`config.mk`:
```
export PLATFORM = sky130hd
export DESIGN_NAME = voice_slot_allocator_flat
export DESIGN_NICKNAME = d
export VERILOG_FILES = /design/src/rtl/vsa_pkg.sv /design/src/rtl/vsa_in_if.sv /design/src/rtl/vsa_out_if.sv /design/src/rtl/vsa_cell.sv /design/src/rtl/vsa_ctrl.sv /design/src/rtl/voice_slot_allocator.sv /design/src/flat_wrapper.sv
export SDC_FILE = /design/constraint.sdc
export NUM_CORES = 2
export LEC_CHECK = 0
export BUFFER_PORTS_ARGS = -buffer_cell sky130_fd_sc_hd__buf_4
export CAP_MARGIN = 0
export CORE_ASPECT_RATIO = 1.25
export CORE_MARGIN = 4
export CORE_UTILIZATION = 53
export CTS_BUF_LIST = sky130_fd_sc_hd__clkbuf_4 sky130_fd_sc_hd__clkbuf_8
export DETAILED_ROUTE_END_ITERATION = 10
export PLACE_DENSITY_LB_ADDON = 0.25
export SETUP_SLACK_MARGIN = 0.5
export SYNTH_ARGS = -nofsm -noshare
export SYNTH_HDL_FRONTEND = slang
export SYNTH_SLANG_ARGS = --single-unit
export TNS_END_PERCENT = 50
```
`constraint.sdc`:
```
create_clock -name clk -period 3.4 [get_ports clk]
set_input_delay 0.17 -clock clk [delete_from_list [all_inputs] [get_ports clk]]
set_output_delay 0.17 -clock clk [all_outputs]
set_load 0.02 [all_outputs]
```
`src/rtl/vsa_pkg.sv`:
```
// shared types and constants for the voice slot allocator
// no dependencies
package vsa_pkg;

  localparam int SLOTS_DEF    = 8;
  localparam int AGE_BITS_DEF = 32;
  localparam logic [3:0] LIVE_CAP_RST = 4'd5;

  typedef enum logic [1:0] {
    OP_NOTE     = 2'd0,
    OP_TICK     = 2'd1,
    OP_DONE     = 2'd2,
    OP_FADE_ALL = 2'd3
  } op_t;

  typedef enum logic [2:0] {
    S_IDLE,
    S_STEAL,
    S_PICK,
    S_COUNT,
    S_DONE
  } state_t;

  // per-cycle command to the slot cells
  typedef struct packed {
    logic tick;
    logic fade_all;
    logic clear;
    logic set_fade;
    logic grant;
  } cmd_t;

endpackage

```
`src/rtl/vsa_in_if.sv`:
```
// request channel: note, tick, finish and fade-all words
// depends on vsa_pkg
interface vsa_in_if import vsa_pkg::*; ();
  logic       valid;
  logic       ready;
  op_t        op;
  logic [2:0] slot;

  modport source(output valid, op, slot, input ready);
  modport sink(input valid, op, slot, output ready);
endinterface

```
`src/rtl/vsa_out_if.sv`:
```
// result channel: grant, steal and live count words
// no dependencies
interface vsa_out_if;
  logic       valid;
  logic       ready;
  logic       granted_valid;
  logic [2:0] granted_slot;
  logic       stolen_valid;
  logic [2:0] stolen_slot;
  logic [3:0] live_count;

  modport source(output valid, granted_valid, granted_slot, stolen_valid, stolen_slot,
                 live_count, input ready);
  modport sink(input valid, granted_valid, granted_slot, stolen_valid, stolen_slot,
               live_count, output ready);
endinterface

```
`src/rtl/vsa_cell.sv`:
```
// one voice slot: active, fading and age state plus one registered stage
// of the search chain; depends on vsa_pkg
module vsa_cell import vsa_pkg::*; #(
  parameter int SLOTS    = SLOTS_DEF,
  parameter int AGE_BITS = AGE_BITS_DEF,
  parameter int INDEX    = 0,
  parameter int IDX_W    = $clog2(SLOTS),
  parameter int CNT_W    = $clog2(SLOTS + 1)
) (
  input  logic                clk,
  input  logic                rst,
  input  cmd_t                cmd,
  input  logic [IDX_W-1:0]    tgt,
  input  logic [CNT_W-1:0]    cnt_i,
  input  logic                lv_f_i,
  input  logic [IDX_W-1:0]    lv_i_i,
  input  logic [AGE_BITS-1:0] lv_a_i,
  input  logic                fr_f_i,
  input  logic [IDX_W-1:0]    fr_i_i,
  input  logic                fd_f_i,
  input  logic [IDX_W-1:0]    fd_i_i,
  input  logic [AGE_BITS-1:0] fd_a_i,
  input  logic                ac_f_i,
  input  logic [IDX_W-1:0]    ac_i_i,
  input  logic [AGE_BITS-1:0] ac_a_i,
  output logic [CNT_W-1:0]    cnt_o,
  output logic                lv_f_o,
  output logic [IDX_W-1:0]    lv_i_o,
  output logic [AGE_BITS-1:0] lv_a_o,
  output logic                fr_f_o,
  output logic [IDX_W-1:0]    fr_i_o,
  output logic                fd_f_o,
  output logic [IDX_W-1:0]    fd_i_o,
  output logic [AGE_BITS-1:0] fd_a_o,
  output logic                ac_f_o,
  output logic [IDX_W-1:0]    ac_i_o,
  output logic [AGE_BITS-1:0] ac_a_o
);

  localparam logic [IDX_W-1:0] MY_IDX = IDX_W'(INDEX);

  logic                active;
  logic                fading;
  logic [AGE_BITS-1:0] age;
  logic                hit;
  logic                live;

  assign hit  = (tgt == MY_IDX);
  assign live = active && !fading;

  always_ff @(posedge clk) begin
    if (rst) begin
      active <= 1'b0;
      fading <= 1'b0;
      age    <= '0;
    end else if (cmd.tick) begin
      if (active && (age != '1)) begin
        age <= age + AGE_BITS'(1);
      end
    end else if (cmd.fade_all) begin
      fading <= 1'b1;
    end else if (cmd.clear && hit) begin
      active <= 1'b0;
      fading <= 1'b0;
      age    <= '0;
    end else if (cmd.set_fade && hit) begin
      fading <= 1'b1;
    end else if (cmd.grant && hit) begin
      active <= 1'b1;
      fading <= 1'b0;
      age    <= '0;
    end
  end

  // search stage, lowest index wins ties
  always_ff @(posedge clk) begin
    cnt_o <= cnt_i + CNT_W'(live);
    if (live && (!lv_f_i || (age > lv_a_i))) begin
      lv_f_o <= 1'b1;
      lv_i_o <= MY_IDX;
      lv_a_o <= age;
    end else begin
      lv_f_o <= lv_f_i;
      lv_i_o <= lv_i_i;
      lv_a_o <= lv_a_i;
    end
    if (!fr_f_i && !active) begin
      fr_f_o <= 1'b1;
      fr_i_o <= MY_IDX;
    end else begin
      fr_f_o <= fr_f_i;
      fr_i_o <= fr_i_i;
    end
    if (fading && (!fd_f_i || (age > fd_a_i))) begin
      fd_f_o <= 1'b1;
      fd_i_o <= MY_IDX;
      fd_a_o <= age;
    end else begin
      fd_f_o <= fd_f_i;
      fd_i_o <= fd_i_i;
      fd_a_o <= fd_a_i;
    end
    if (active && (!ac_f_i || (age > ac_a_i))) begin
      ac_f_o <= 1'b1;
      ac_i_o <= MY_IDX;
      ac_a_o <= age;
    end else begin
      ac_f_o <= ac_f_i;
      ac_i_o <= ac_i_i;
      ac_a_o <= ac_a_i;
    end
  end

endmodule

```
`src/rtl/vsa_ctrl.sv`:
```
// sequencer: handshakes, cap register, scan phases over the cell chain
// and the result register; depends on vsa_pkg, vsa_in_if, vsa_out_if
module vsa_ctrl import vsa_pkg::*; #(
  parameter int SLOTS = SLOTS_DEF,
  parameter int IDX_W = $clog2(SLOTS),
  parameter int CNT_W = $clog2(SLOTS + 1)
) (
  input  logic             clk,
  input  logic             rst,
  vsa_in_if.sink           req,
  vsa_out_if.source        rsp,
  input  logic             cfg_wr_en,
  input  logic [3:0]       cfg_wr_data,
  output cmd_t             cmd,
  output logic [IDX_W-1:0] tgt,
  input  logic [CNT_W-1:0] tail_cnt,
  input  logic             tail_lv_f,
  input  logic [IDX_W-1:0] tail_lv_i,
  input  logic             tail_fr_f,
  input  logic [IDX_W-1:0] tail_fr_i,
  input  logic             tail_fd_f,
  input  logic [IDX_W-1:0] tail_fd_i,
  input  logic             tail_ac_f,
  input  logic [IDX_W-1:0] tail_ac_i
);

  localparam int PH_W = $clog2(SLOTS + 1);
  localparam logic [PH_W-1:0] PH_END = PH_W'(SLOTS);

  state_t           state, state_next;
  logic [PH_W-1:0]  ph, ph_next;
  logic [3:0]       live_cap;
  logic             gv, gv_next, sv, sv_next;
  logic [IDX_W-1:0] gs, gs_next, ss, ss_next;
  logic [CNT_W-1:0] res_cnt, res_cnt_next;
  logic             load;
  logic             cap_hit;
  logic             slot_ok;
  logic [IDX_W-1:0] pick;
  logic [IDX_W+2:0] slot_ext;
  logic [IDX_W+2:0] gs_ext, ss_ext;
  logic [CNT_W+3:0] cnt_ext;

  assign slot_ext = (IDX_W + 3)'(req.slot);
  assign slot_ok  = (32'(req.slot) < SLOTS);
  assign cap_hit  = ((CNT_W + 4)'(tail_cnt) >= (CNT_W + 4)'(live_cap));
  assign gs_ext   = (IDX_W + 3)'(gs);
  assign ss_ext   = (IDX_W + 3)'(ss);
  assign cnt_ext  = (CNT_W + 4)'(res_cnt);

  always_comb begin
    if (tail_fr_f) begin
      pick = tail_fr_i;
    end else if (tail_fd_f) begin
      pick = tail_fd_i;
    end else if (tail_ac_f) begin
      pick = tail_ac_i;
    end else begin
      pick = '0;
    end
  end

  assign req.ready = (state == S_IDLE);

  always_comb begin
    state_next   = state;
    ph_next      = ph + PH_W'(1);
    gv_next      = gv;
    gs_next      = gs;
    sv_next      = sv;
    ss_next      = ss;
    res_cnt_next = res_cnt;
    cmd          = '0;
    tgt          = slot_ext[IDX_W-1:0];
    load         = 1'b0;
    case (state)
      S_IDLE: begin
        ph_next = '0;
        if (req.valid) begin
          gv_next = 1'b0;
          gs_next = '0;
          sv_next = 1'b0;
          ss_next = '0;
          case (req.op)
            OP_NOTE: state_next = S_STEAL;
            OP_TICK: begin
              cmd.tick   = 1'b1;
              state_next = S_COUNT;
            end
            OP_DONE: begin
              cmd.clear  = slot_ok;
              state_next = S_COUNT;
            end
            default: begin
              cmd.fade_all = 1'b1;
              state_next   = S_COUNT;
            end
          endcase
        end
      end
      S_STEAL: begin
        if (ph == PH_END) begin
          ph_next = '0;
          tgt     = tail_lv_i;
          if (cap_hit && tail_lv_f) begin
            cmd.set_fade = 1'b1;
            sv_next      = 1'b1;
            ss_next      = tail_lv_i;
          end
          state_next = S_PICK;
        end
      end
      S_PICK: begin
        if (ph == PH_END) begin
          ph_next    = '0;
          tgt        = pick;
          cmd.grant  = 1'b1;
          gv_next    = 1'b1;
          gs_next    = pick;
          state_next = S_COUNT;
        end
      end
      S_COUNT: begin
        if (ph == PH_END) begin
          ph_next      = '0;
          res_cnt_next = tail_cnt;
          state_next   = S_DONE;
        end
      end
      S_DONE: begin
        ph_next = '0;
        if (!rsp.valid || rsp.ready) begin
          load       = 1'b1;
          state_next = S_IDLE;
        end
      end
      default: state_next = S_IDLE;
    endcase
  end

  always_ff @(posedge clk) begin
    if (rst) begin
      state     <= S_IDLE;
      ph        <= '0;
      live_cap  <= LIVE_CAP_RST;
      rsp.valid <= 1'b0;
    end else begin
      state <= state_next;
      ph    <= ph_next;
      if (cfg_wr_en) begin
        live_cap <= cfg_wr_data;
      end
      if (load) begin
        rsp.valid <= 1'b1;
      end else if (rsp.ready) begin
        rsp.valid <= 1'b0;
      end
    end
  end

  always_ff @(posedge clk) begin
    gv      <= gv_next;
    gs      <= gs_next;
    sv      <= sv_next;
    ss      <= ss_next;
    res_cnt <= res_cnt_next;
    if (load) begin
      rsp.granted_valid <= gv;
      rsp.granted_slot  <= gs_ext[2:0];
      rsp.stolen_valid  <= sv;
      rsp.stolen_slot   <= ss_ext[2:0];
      rsp.live_count    <= cnt_ext[3:0];
    end
  end

endmodule

```
`src/rtl/voice_slot_allocator.sv`:
```
// voice slot allocator: row of slot cells with a registered search chain
// tick, finish and fade-all words run one count scan of the chain; note words run
// a steal scan, a pick scan and a count scan; one word at a time, and a new word is
// taken only after the result of the last one is loaded into the result register
// synchronous reset clears every slot and loads the cap with 5
module voice_slot_allocator import vsa_pkg::*; #(
  parameter int SLOTS    = SLOTS_DEF,
  parameter int AGE_BITS = AGE_BITS_DEF
) (
  input  logic       clk,
  input  logic       rst,
  vsa_in_if.sink     req,
  vsa_out_if.source  rsp,
  input  logic       cfg_wr_en,
  input  logic [3:0] cfg_wr_data
);

  localparam int IDX_W = $clog2(SLOTS);
  localparam int CNT_W = $clog2(SLOTS + 1);

  cmd_t             cmd;
  logic [IDX_W-1:0] tgt;

  logic [CNT_W-1:0]    c_cnt  [SLOTS+1];
  logic                c_lv_f [SLOTS+1];
  logic [IDX_W-1:0]    c_lv_i [SLOTS+1];
  logic [AGE_BITS-1:0] c_lv_a [SLOTS+1];
  logic                c_fr_f [SLOTS+1];
  logic [IDX_W-1:0]    c_fr_i [SLOTS+1];
  logic                c_fd_f [SLOTS+1];
  logic [IDX_W-1:0]    c_fd_i [SLOTS+1];
  logic [AGE_BITS-1:0] c_fd_a [SLOTS+1];
  logic                c_ac_f [SLOTS+1];
  logic [IDX_W-1:0]    c_ac_i [SLOTS+1];
  logic [AGE_BITS-1:0] c_ac_a [SLOTS+1];

  // empty search word into the head of the chain
  assign c_cnt[0]  = '0;
  assign c_lv_f[0] = 1'b0;
  assign c_lv_i[0] = '0;
  assign c_lv_a[0] = '0;
  assign c_fr_f[0] = 1'b0;
  assign c_fr_i[0] = '0;
  assign c_fd_f[0] = 1'b0;
  assign c_fd_i[0] = '0;
  assign c_fd_a[0] = '0;
  assign c_ac_f[0] = 1'b0;
  assign c_ac_i[0] = '0;
  assign c_ac_a[0] = '0;

  for (genvar k = 0; k < SLOTS; k++) begin : g_cell
    vsa_cell #(
      .SLOTS   (SLOTS),
      .AGE_BITS(AGE_BITS),
      .INDEX   (k),
      .IDX_W   (IDX_W),
      .CNT_W   (CNT_W)
    ) u_cell (
      .clk   (clk),
      .rst   (rst),
      .cmd   (cmd),
      .tgt   (tgt),
      .cnt_i (c_cnt[k]),
      .lv_f_i(c_lv_f[k]),
      .lv_i_i(c_lv_i[k]),
      .lv_a_i(c_lv_a[k]),
      .fr_f_i(c_fr_f[k]),
      .fr_i_i(c_fr_i[k]),
      .fd_f_i(c_fd_f[k]),
      .fd_i_i(c_fd_i[k]),
      .fd_a_i(c_fd_a[k]),
      .ac_f_i(c_ac_f[k]),
      .ac_i_i(c_ac_i[k]),
      .ac_a_i(c_ac_a[k]),
      .cnt_o (c_cnt[k+1]),
      .lv_f_o(c_lv_f[k+1]),
      .lv_i_o(c_lv_i[k+1]),
      .lv_a_o(c_lv_a[k+1]),
      .fr_f_o(c_fr_f[k+1]),
      .fr_i_o(c_fr_i[k+1]),
      .fd_f_o(c_fd_f[k+1]),
      .fd_i_o(c_fd_i[k+1]),
      .fd_a_o(c_fd_a[k+1]),
      .ac_f_o(c_ac_f[k+1]),
      .ac_i_o(c_ac_i[k+1]),
      .ac_a_o(c_ac_a[k+1])
    );
  end

  vsa_ctrl #(
    .SLOTS(SLOTS),
    .IDX_W(IDX_W),
    .CNT_W(CNT_W)
  ) u_ctrl (
    .clk        (clk),
    .rst        (rst),
    .req        (req),
    .rsp        (rsp),
    .cfg_wr_en  (cfg_wr_en),
    .cfg_wr_data(cfg_wr_data),
    .cmd        (cmd),
    .tgt        (tgt),
    .tail_cnt   (c_cnt[SLOTS]),
    .tail_lv_f  (c_lv_f[SLOTS]),
    .tail_lv_i  (c_lv_i[SLOTS]),
    .tail_fr_f  (c_fr_f[SLOTS]),
    .tail_fr_i  (c_fr_i[SLOTS]),
    .tail_fd_f  (c_fd_f[SLOTS]),
    .tail_fd_i  (c_fd_i[SLOTS]),
    .tail_ac_f  (c_ac_f[SLOTS]),
    .tail_ac_i  (c_ac_i[SLOTS])
  );

endmodule
```
`src/flat_wrapper.sv`:
```
// flat-port wrapper written by rule: the top's interface ports become plain ports
module voice_slot_allocator_flat import vsa_pkg::*;
#(
  parameter int SLOTS    = SLOTS_DEF,
  parameter int AGE_BITS = AGE_BITS_DEF
)
  (clk, rst, cfg_wr_en, cfg_wr_data, req_valid, req_op, req_slot, req_ready, rsp_valid, rsp_granted_valid, rsp_granted_slot, rsp_stolen_valid, rsp_stolen_slot, rsp_live_count, rsp_ready);
  vsa_in_if req_i ();
  vsa_out_if rsp_i ();
  input  logic clk;
  input  logic rst;
  input  logic cfg_wr_en;
  input  logic [3:0] cfg_wr_data;
  input wire logic [$bits(req_i.valid)-1:0] req_valid;
  input wire logic [$bits(req_i.op)-1:0] req_op;
  input wire logic [$bits(req_i.slot)-1:0] req_slot;
  output wire logic [$bits(req_i.ready)-1:0] req_ready;
  output wire logic [$bits(rsp_i.valid)-1:0] rsp_valid;
  output wire logic [$bits(rsp_i.granted_valid)-1:0] rsp_granted_valid;
  output wire logic [$bits(rsp_i.granted_slot)-1:0] rsp_granted_slot;
  output wire logic [$bits(rsp_i.stolen_valid)-1:0] rsp_stolen_valid;
  output wire logic [$bits(rsp_i.stolen_slot)-1:0] rsp_stolen_slot;
  output wire logic [$bits(rsp_i.live_count)-1:0] rsp_live_count;
  input wire logic [$bits(rsp_i.ready)-1:0] rsp_ready;
  assign req_i.valid = req_valid;
  assign req_i.op = req_op;
  assign req_i.slot = req_slot;
  assign req_ready = req_i.ready;
  assign rsp_valid = rsp_i.valid;
  assign rsp_granted_valid = rsp_i.granted_valid;
  assign rsp_granted_slot = rsp_i.granted_slot;
  assign rsp_stolen_valid = rsp_i.stolen_valid;
  assign rsp_stolen_slot = rsp_i.stolen_slot;
  assign rsp_live_count = rsp_i.live_count;
  assign rsp_i.ready = rsp_ready;
  voice_slot_allocator #(.SLOTS(SLOTS), .AGE_BITS(AGE_BITS)) u_core (.clk(clk), .rst(rst), .req(req_i), .rsp(rsp_i), .cfg_wr_en(cfg_wr_en), .cfg_wr_data(cfg_wr_data));
endmodule
```
After elaboration in Yosys (flattened, before gate mapping)
Index checks and enable logic that the tools add are counted.
{"block": "totals", "reg_bits": 1123, "in_bits": 14, "output_inout_bits": 14}
{"block": "classes", "add_sub_neg": 16, "eq_ne": 53, "n_bitwise": 2, "muxes": 171, "magnitude_cmp": 22, "n_reduce_logical": 196}
{"cell": "$mux 32", "count": 66}
{"cell": "$gt 32x32->1", "count": 21}
{"cell": "$add 32x1->32 const B", "count": 8}
{"cell": "$ne 32x32->1 const B", "count": 8}
{"cell": "$mux 1", "count": 80}
{"cell": "$logic_and 1x1->1", "count": 69}
{"cell": "$reduce_and 4->1", "count": 17}
{"cell": "$mux 3", "count": 16}
{"cell": "$logic_not 1->1", "count": 44}
{"cell": "$ne 2x2->1 const B", "count": 22}
{"cell": "$reduce_bool 4->1", "count": 8}
{"cell": "$ne 3x2->1 const B", "count": 8}
{"cell": "$reduce_bool 3->1", "count": 8}
{"cell": "$logic_or 1x1->1", "count": 22}
{"cell": "$reduce_bool 2->1", "count": 11}
{"cell": "$add 4x1->4", "count": 5}
{"cell": "$pmux 3 s2", "count": 3}
{"cell": "$reduce_and 2->1", "count": 9}
{"cell": "$eq 3x3->1 const B", "count": 5}
{"cell": "$pmux 3 s5", "count": 1}
{"cell": "$eq 3x2->1 const B", "count": 4}
{"cell": "$pmux 4 s2", "count": 1}
{"cell": "$eq 3x1->1 const B", "count": 2}
{"cell": "$logic_not 3->1", "count": 2}
{"cell": "other kinds (17)", "count": 20}

Logic depth before layout (Yosys ltp)
{"block": "depth", "ltp_word": 12, "mapped_depth": 12, "ltp_nobuf": 9}

Modules after synthesis
A second synthesis with hierarchy kept.
{"block": "hier_totals", "cells_unflattened": 8510, "area_unflattened_um2": 73147.7}
{"mod": "vsa_cell at u_core.g_cell[1].u_cell ...", "area_per_inst_um2": 8943.6, "cells_each": 1047, "seq_area_each_um2": 3002.9, "instances": 2}
{"mod": "vsa_cell at u_core.g_cell[5].u_cell ...", "area_per_inst_um2": 8934.8, "cells_each": 1047, "seq_area_each_um2": 3002.9, "instances": 2}
{"mod": "vsa_cell at u_core.g_cell[4].u_cell", "area_per_inst_um2": 8942.3, "cells_each": 1047, "seq_area_each_um2": 3002.9, "instances": 1}
{"mod": "vsa_cell at u_core.g_cell[0].u_cell", "area_per_inst_um2": 8934.8, "cells_each": 1048, "seq_area_each_um2": 3002.9, "instances": 1}
{"mod": "vsa_cell at u_core.g_cell[3].u_cell", "area_per_inst_um2": 8933.6, "cells_each": 1046, "seq_area_each_um2": 3002.9, "instances": 1}
{"mod": "vsa_cell at u_core.g_cell[7].u_cell", "area_per_inst_um2": 8908.5, "cells_each": 1043, "seq_area_each_um2": 3002.9, "instances": 1}
{"mod": "vsa_ctrl", "area_per_inst_um2": 1667.8, "cells_each": 137, "seq_area_each_um2": 960.9, "instances": 1}
{"mod": "voice_slot_allocator", "area_per_inst_um2": 3.8, "cells_each": 1, "seq_area_each_um2": 0.0, "instances": 1}

Worst setup path after synthesis
Ideal clock, no wire load.
{"block": "synth_timing", "path_kind": "flip-flop to flip-flop", "from": "reg u_core.g_cell[1].u_cell.age[27]", "to": "reg u_core.g_cell[1].u_cell.fd_a_o[24]", "t_required_ns": 3.279, "stages_incl_launch_ff": 9, "n_path_buf": 1, "t_arrival_ns": 2.894, "path_slack_ns": 0.385, "path_cell_list": "dfxtp_1 -> ha_1 -> nand4_1 -> or2_2 -> or4_1 -> or4_1 -> o211ai_1 -> buf_2 -> mux2_2"}
{"block": "synth_via", "elab_chain_len": 4}
{"element": "start, declared", "line_no": "vsa_cell.sv:44", "source": "logic [AGE_BITS-1:0] age;"}
{"element": "start signal, assigned", "line_no": "vsa_cell.sv:58", "source": "age <= age + AGE_BITS'(1);"}
{"element": "$gt 32x32->1", "line_no": "vsa_cell.sv:94", "source": "if (fading && (!fd_f_i || (age > fd_a_i))) begin"}
{"element": "$logic_or 1x1->1", "line_no": "vsa_cell.sv:94"}
{"element": "$logic_and 1x1->1", "line_no": "vsa_cell.sv:94"}
{"element": "$mux 32", "line_no": "vsa_cell.sv:94"}
{"element": "end signal, assigned", "line_no": "vsa_cell.sv:97", "source": "fd_a_o <= age;"}
{"element": "end signal, assigned", "line_no": "vsa_cell.sv:101", "source": "fd_a_o <= fd_a_i;"}
{"element": "end, declared", "line_no": "vsa_cell.sv:34", "source": "output logic [AGE_BITS-1:0] fd_a_o,"}
Every way passes these cells.
A chain may end at the register's enable or synchronous reset.

Worst setup path after layout
{"block": "layout_timing", "from": "reg u_core.g_cell[1].u_cell.age[17]", "to": "reg u_core.g_cell[1].u_cell.fd_a_o[28]"}
The elaborated chain is that of the path after synthesis.

==> qor.yml <==
outcome: "complete, but fails checks"
violations: "design-rule violations"
arrival_ps: 3890
critPathSlowestCell: "dfxtp_2"
routedWlPerCell_um: 24.0
fin_crit_sh: 0.914
cts_tree: "built"
overflow: 0
hold_path_class: "input pin to flip-flop"
start_kind: "flip-flop"
total_power_w: 0.0264
die_area_mm2: 0.113
layout.nets: 7221
cts_buffers: 172
clk_latency_ps: 910
final-max-slew-violation-count: 0
synthTopCellsByArea: "dfxtp_1 (38%), ha_1 (15%), mux2_2 (11%), inv_1 (4.8%), a21oi_1 (2.9%)"
p_sw_frac: 0.226
numClockSinks: 1105
rsz0062_at_grt: "yes"
synth_nets: 6787
synthArstFlopShare: 0
wl_met1_um: 70900
ir_worst_vdd_mv: 0.429
fmax_ghz: 0.322
synth_flop_cell: "dfxtp_1"
die_w_um: 301
cpMostUsedCell: "buf_6"
die_h_um: 374
synthToLayoutAreaGrowth_pct: 19.1
initial_core_util: 0.533
htreeDepth: 4
critPathTopFamily: "buffers and inverters"
drtIter0Drc: 3421
yosys.area.top_type: "dfxtp_1"
coreArea_mm2: 0.107
drive_gt1_frac: 0.246
tightestPinTransition_ps: 1110
num_vias: 47400
leakage_nw: 28.9
dr.pass1.iters: 9
endpoint_kind: "flip-flop"
grt_max_degree: 144
path_buf_inv: 9
drcViolationCount: 2
critPathMaxFanout: 11
critPathKind: "flip-flop to flip-flop"
drt-total-wl_um: 194000
synthCells: 6074
multi_input_area_mm2: 0.0321
route.met2.wl_um: 95400
dp_slack_ps: -88.4
portBuffers: 27
nFillCells: 8856
p_sw_w: 0.00598
cp_cell_sequence: "ha_1 -> nand4_1 -> nor2_2 -> nand3_2 -> buf_4 -> buf_6 -> buf_6 -> buf_6 -> buf_6 -> buf_6 -> o21bai_1 -> a21oi_1 -> o211ai_1 -> buf_6 -> buf_12 -> buf_12 -> mux2_4"
place_hpwl_um: 142000
cap_violations: 0
intPower_w: 0.0205
required_ps: 4190
via_per_inst: 5.86
cts-root-buf: "clkbuf_8"
ys_seq_elements: 1105
grt_pass1_wl_um: 283000
ys_types: 88
synth_edf_count: 24
grt_usage: 0.330
yosys_warnings: 0
finalSetupViolCount: 0
routed.top_layer: "met4"
row_count: 134
synth_area_per_cell_um2: 9.36
power_density_mw_per_mm2: 390
ios: 28
clockBufferDepth: 3
synth.yosys.seq_area_share: 0.393
first_global_vias: 47000
finClkSkew_ps: 45.8
hold_violations: 0
wl_met3_um: 9440
synth_top_cell_area_share: 0.381
antenna_found_initial: 4
ant_nets: 0
regArea_mm2: 0.0226
gp_congestion: 0.998
comb_power_share: 0.029
syn_area_mm2: 0.0569
path_clk_slew_ps: 60
fin_crit_ps: 3110
final_cell_area_mm2: 0.0677
slowest_delay_ps: 380
seqPwrFrac: 0.497
fin_ws_ps: 294
place_area_mm2: 0.0612
p_clk_frac: 0.475
slew_headroom: 0.260
==> cells in the mapped netlist (36+ instances only) <==
library cell	count
a311oi_1	74
mux2_2	542
mux2i_1	36
nand4_1	166
inv_1	727
buf_2	37
ha_1	699
nor2b_1	54
nand3_1	156
or2_2	42
dfxtp_1	1081
a21oi_1	333
a21o_1	67
nor2_1	324
a31oi_1	77
and2_1	129
and3_1	49
a211oi_1	41
o21ai_0	280
clkbuf_1	159
o31ai_1	38
nor3_1	107
nand2_1	344
nand2b_1	48
==> cells in the final DEF (no fill, tap or decap), types with 67 or more instances in the layout <==
cell type	instances
clkbuf_8	219
and2_1	129
o21ai_0	269
a311oi_1	72
a21o_1	67
nand2_1	342
nand3_1	152
dfxtp_2	98
a21oi_1	325
mux2_2	477
buf_4	361
inv_1	718
nor3_1	92
a31oi_1	69
dfxtp_1	963
ha_1	677
nor2_1	317
nand4_1	166
==> final timing paths <==
check | startpoint | endpoint | slack, ps | depth (start not counted)
worst min-delay path | req_slot[0] | u_core.g_cell[4].u_cell.active | 160 | 6
worst max register to register | u_core.g_cell[1].u_cell.age[17] | u_core.g_cell[1].u_cell.fd_a_o[28] | 290 | 17
worst max-delay path | u_core.g_cell[1].u_cell.age[17] | u_core.g_cell[1].u_cell.fd_a_o[28] | 290 | 17
worst min register to register | u_core.g_cell[0].u_cell.fr_f_o | u_core.g_cell[1].u_cell.fr_i_o[0] | 390 | 1
==> layout make-up <==
| type | instances | share of cell area |
|---|---|---|
| sequential | 1105 | 0.333 |
| timing repair buffer | 480 | 0.0683 |
| clock buffer | 260 | 0.0490 |
| inverter | 727 | 0.0403 |
| multi-input combinational | 4022 | 0.474 |
| tap | 1428 | 0.0264 |
| antenna | 4 | 0.000148 |
| clock inverter | 54 | 0.00857 |
==> through the flow <==
step                      TNS (ps)  cells  hold slack (ps)  utilization
after CTS                        0   8035             47.5        0.623
after floorplan                  0   6074              299            -
after global placement       -3110   7649              383        0.574
after global routing             0   8078              149        0.635
final                            0   8080              159        0.635
after detailed placement     -2050   7649              386        0.574
==> flip-flops by register name (all words and copies together), names as in the netlist, 17 cells and up <==
register / cells
u_core.g_cell.u_cell.ac_a_o: 224
u_core.g_cell.u_cell.ac_i_o: 17
u_core.g_cell.u_cell.age: 256
u_core.g_cell.u_cell.cnt_o: 26
u_core.g_cell.u_cell.fd_a_o: 224
u_core.g_cell.u_cell.fd_i_o: 17
u_core.g_cell.u_cell.fr_i_o: 17
u_core.g_cell.u_cell.lv_a_o: 224
u_core.g_cell.u_cell.lv_i_o: 17
==> repair_timing <==
item	in CTS	in global routing
buffers inserted	38	27
cloned	9	14
setup endpoints to repair	583	674
hold buffers	25	0
gates resized for setup	185	227
pin swaps	35	45
hold endpoints to repair	80	0
==> cells by family (layout without fill, tap and decap cells) <==
| kind of cell | count (synthesis) | in the layout | share of synthesized area |
|---|---|---|---|
| multiplexers | 578 | 578 | 0.114 |
| adder cells (fa/ha/maj) | 699 | 699 | 0.154 |
| AND/OR/NAND/NOR | 1566 | 1566 | 0.141 |
| XOR/XNOR | 38 | 38 | 0.00585 |
| AO/OA/AOI/OAI | 1141 | 1141 | 0.128 |
| flip-flops | 1105 | 1105 | 0.393 |
| other | 0 | 4 | 0 |
| buffers and inverters | 947 | 1521 | 0.0640 |
==> power groups by stage <==
stage          Combinational [W]  Sequential (W)  Clock, W
2_1_floorplan           0.000345          0.0134         0
3_3_place_gp            0.000605          0.0134         0
3_5_place_dp            0.000612          0.0134         0
4_1_cts                 0.000689          0.0131    0.0127
5_1_grt                 0.000789          0.0131    0.0133
6_report                0.000760          0.0131    0.0125
==> worst register-to-register path, stage by stage, from the launching register on <==
cell	delay (ps)
dfxtp_2	380
ha_1	340
nand4_1	160
nor2_2	190
nand3_2	110
buf_4	150
buf_6	100
buf_6	100
buf_6	100
buf_6	100
buf_6	100
o21bai_1	140
a21oi_1	160
o211ai_1	110
buf_6	160
buf_12	140
buf_12	140
mux2_4	300
==> per-layer routing <==
metal  up-vias  global-route usage
li1      22400                   -
met1     22400               0.356
met3       733              0.0483
met2      1855               0.579
met4         0               0.255
met5         -                   0
(Power assumes the default switching activity.)
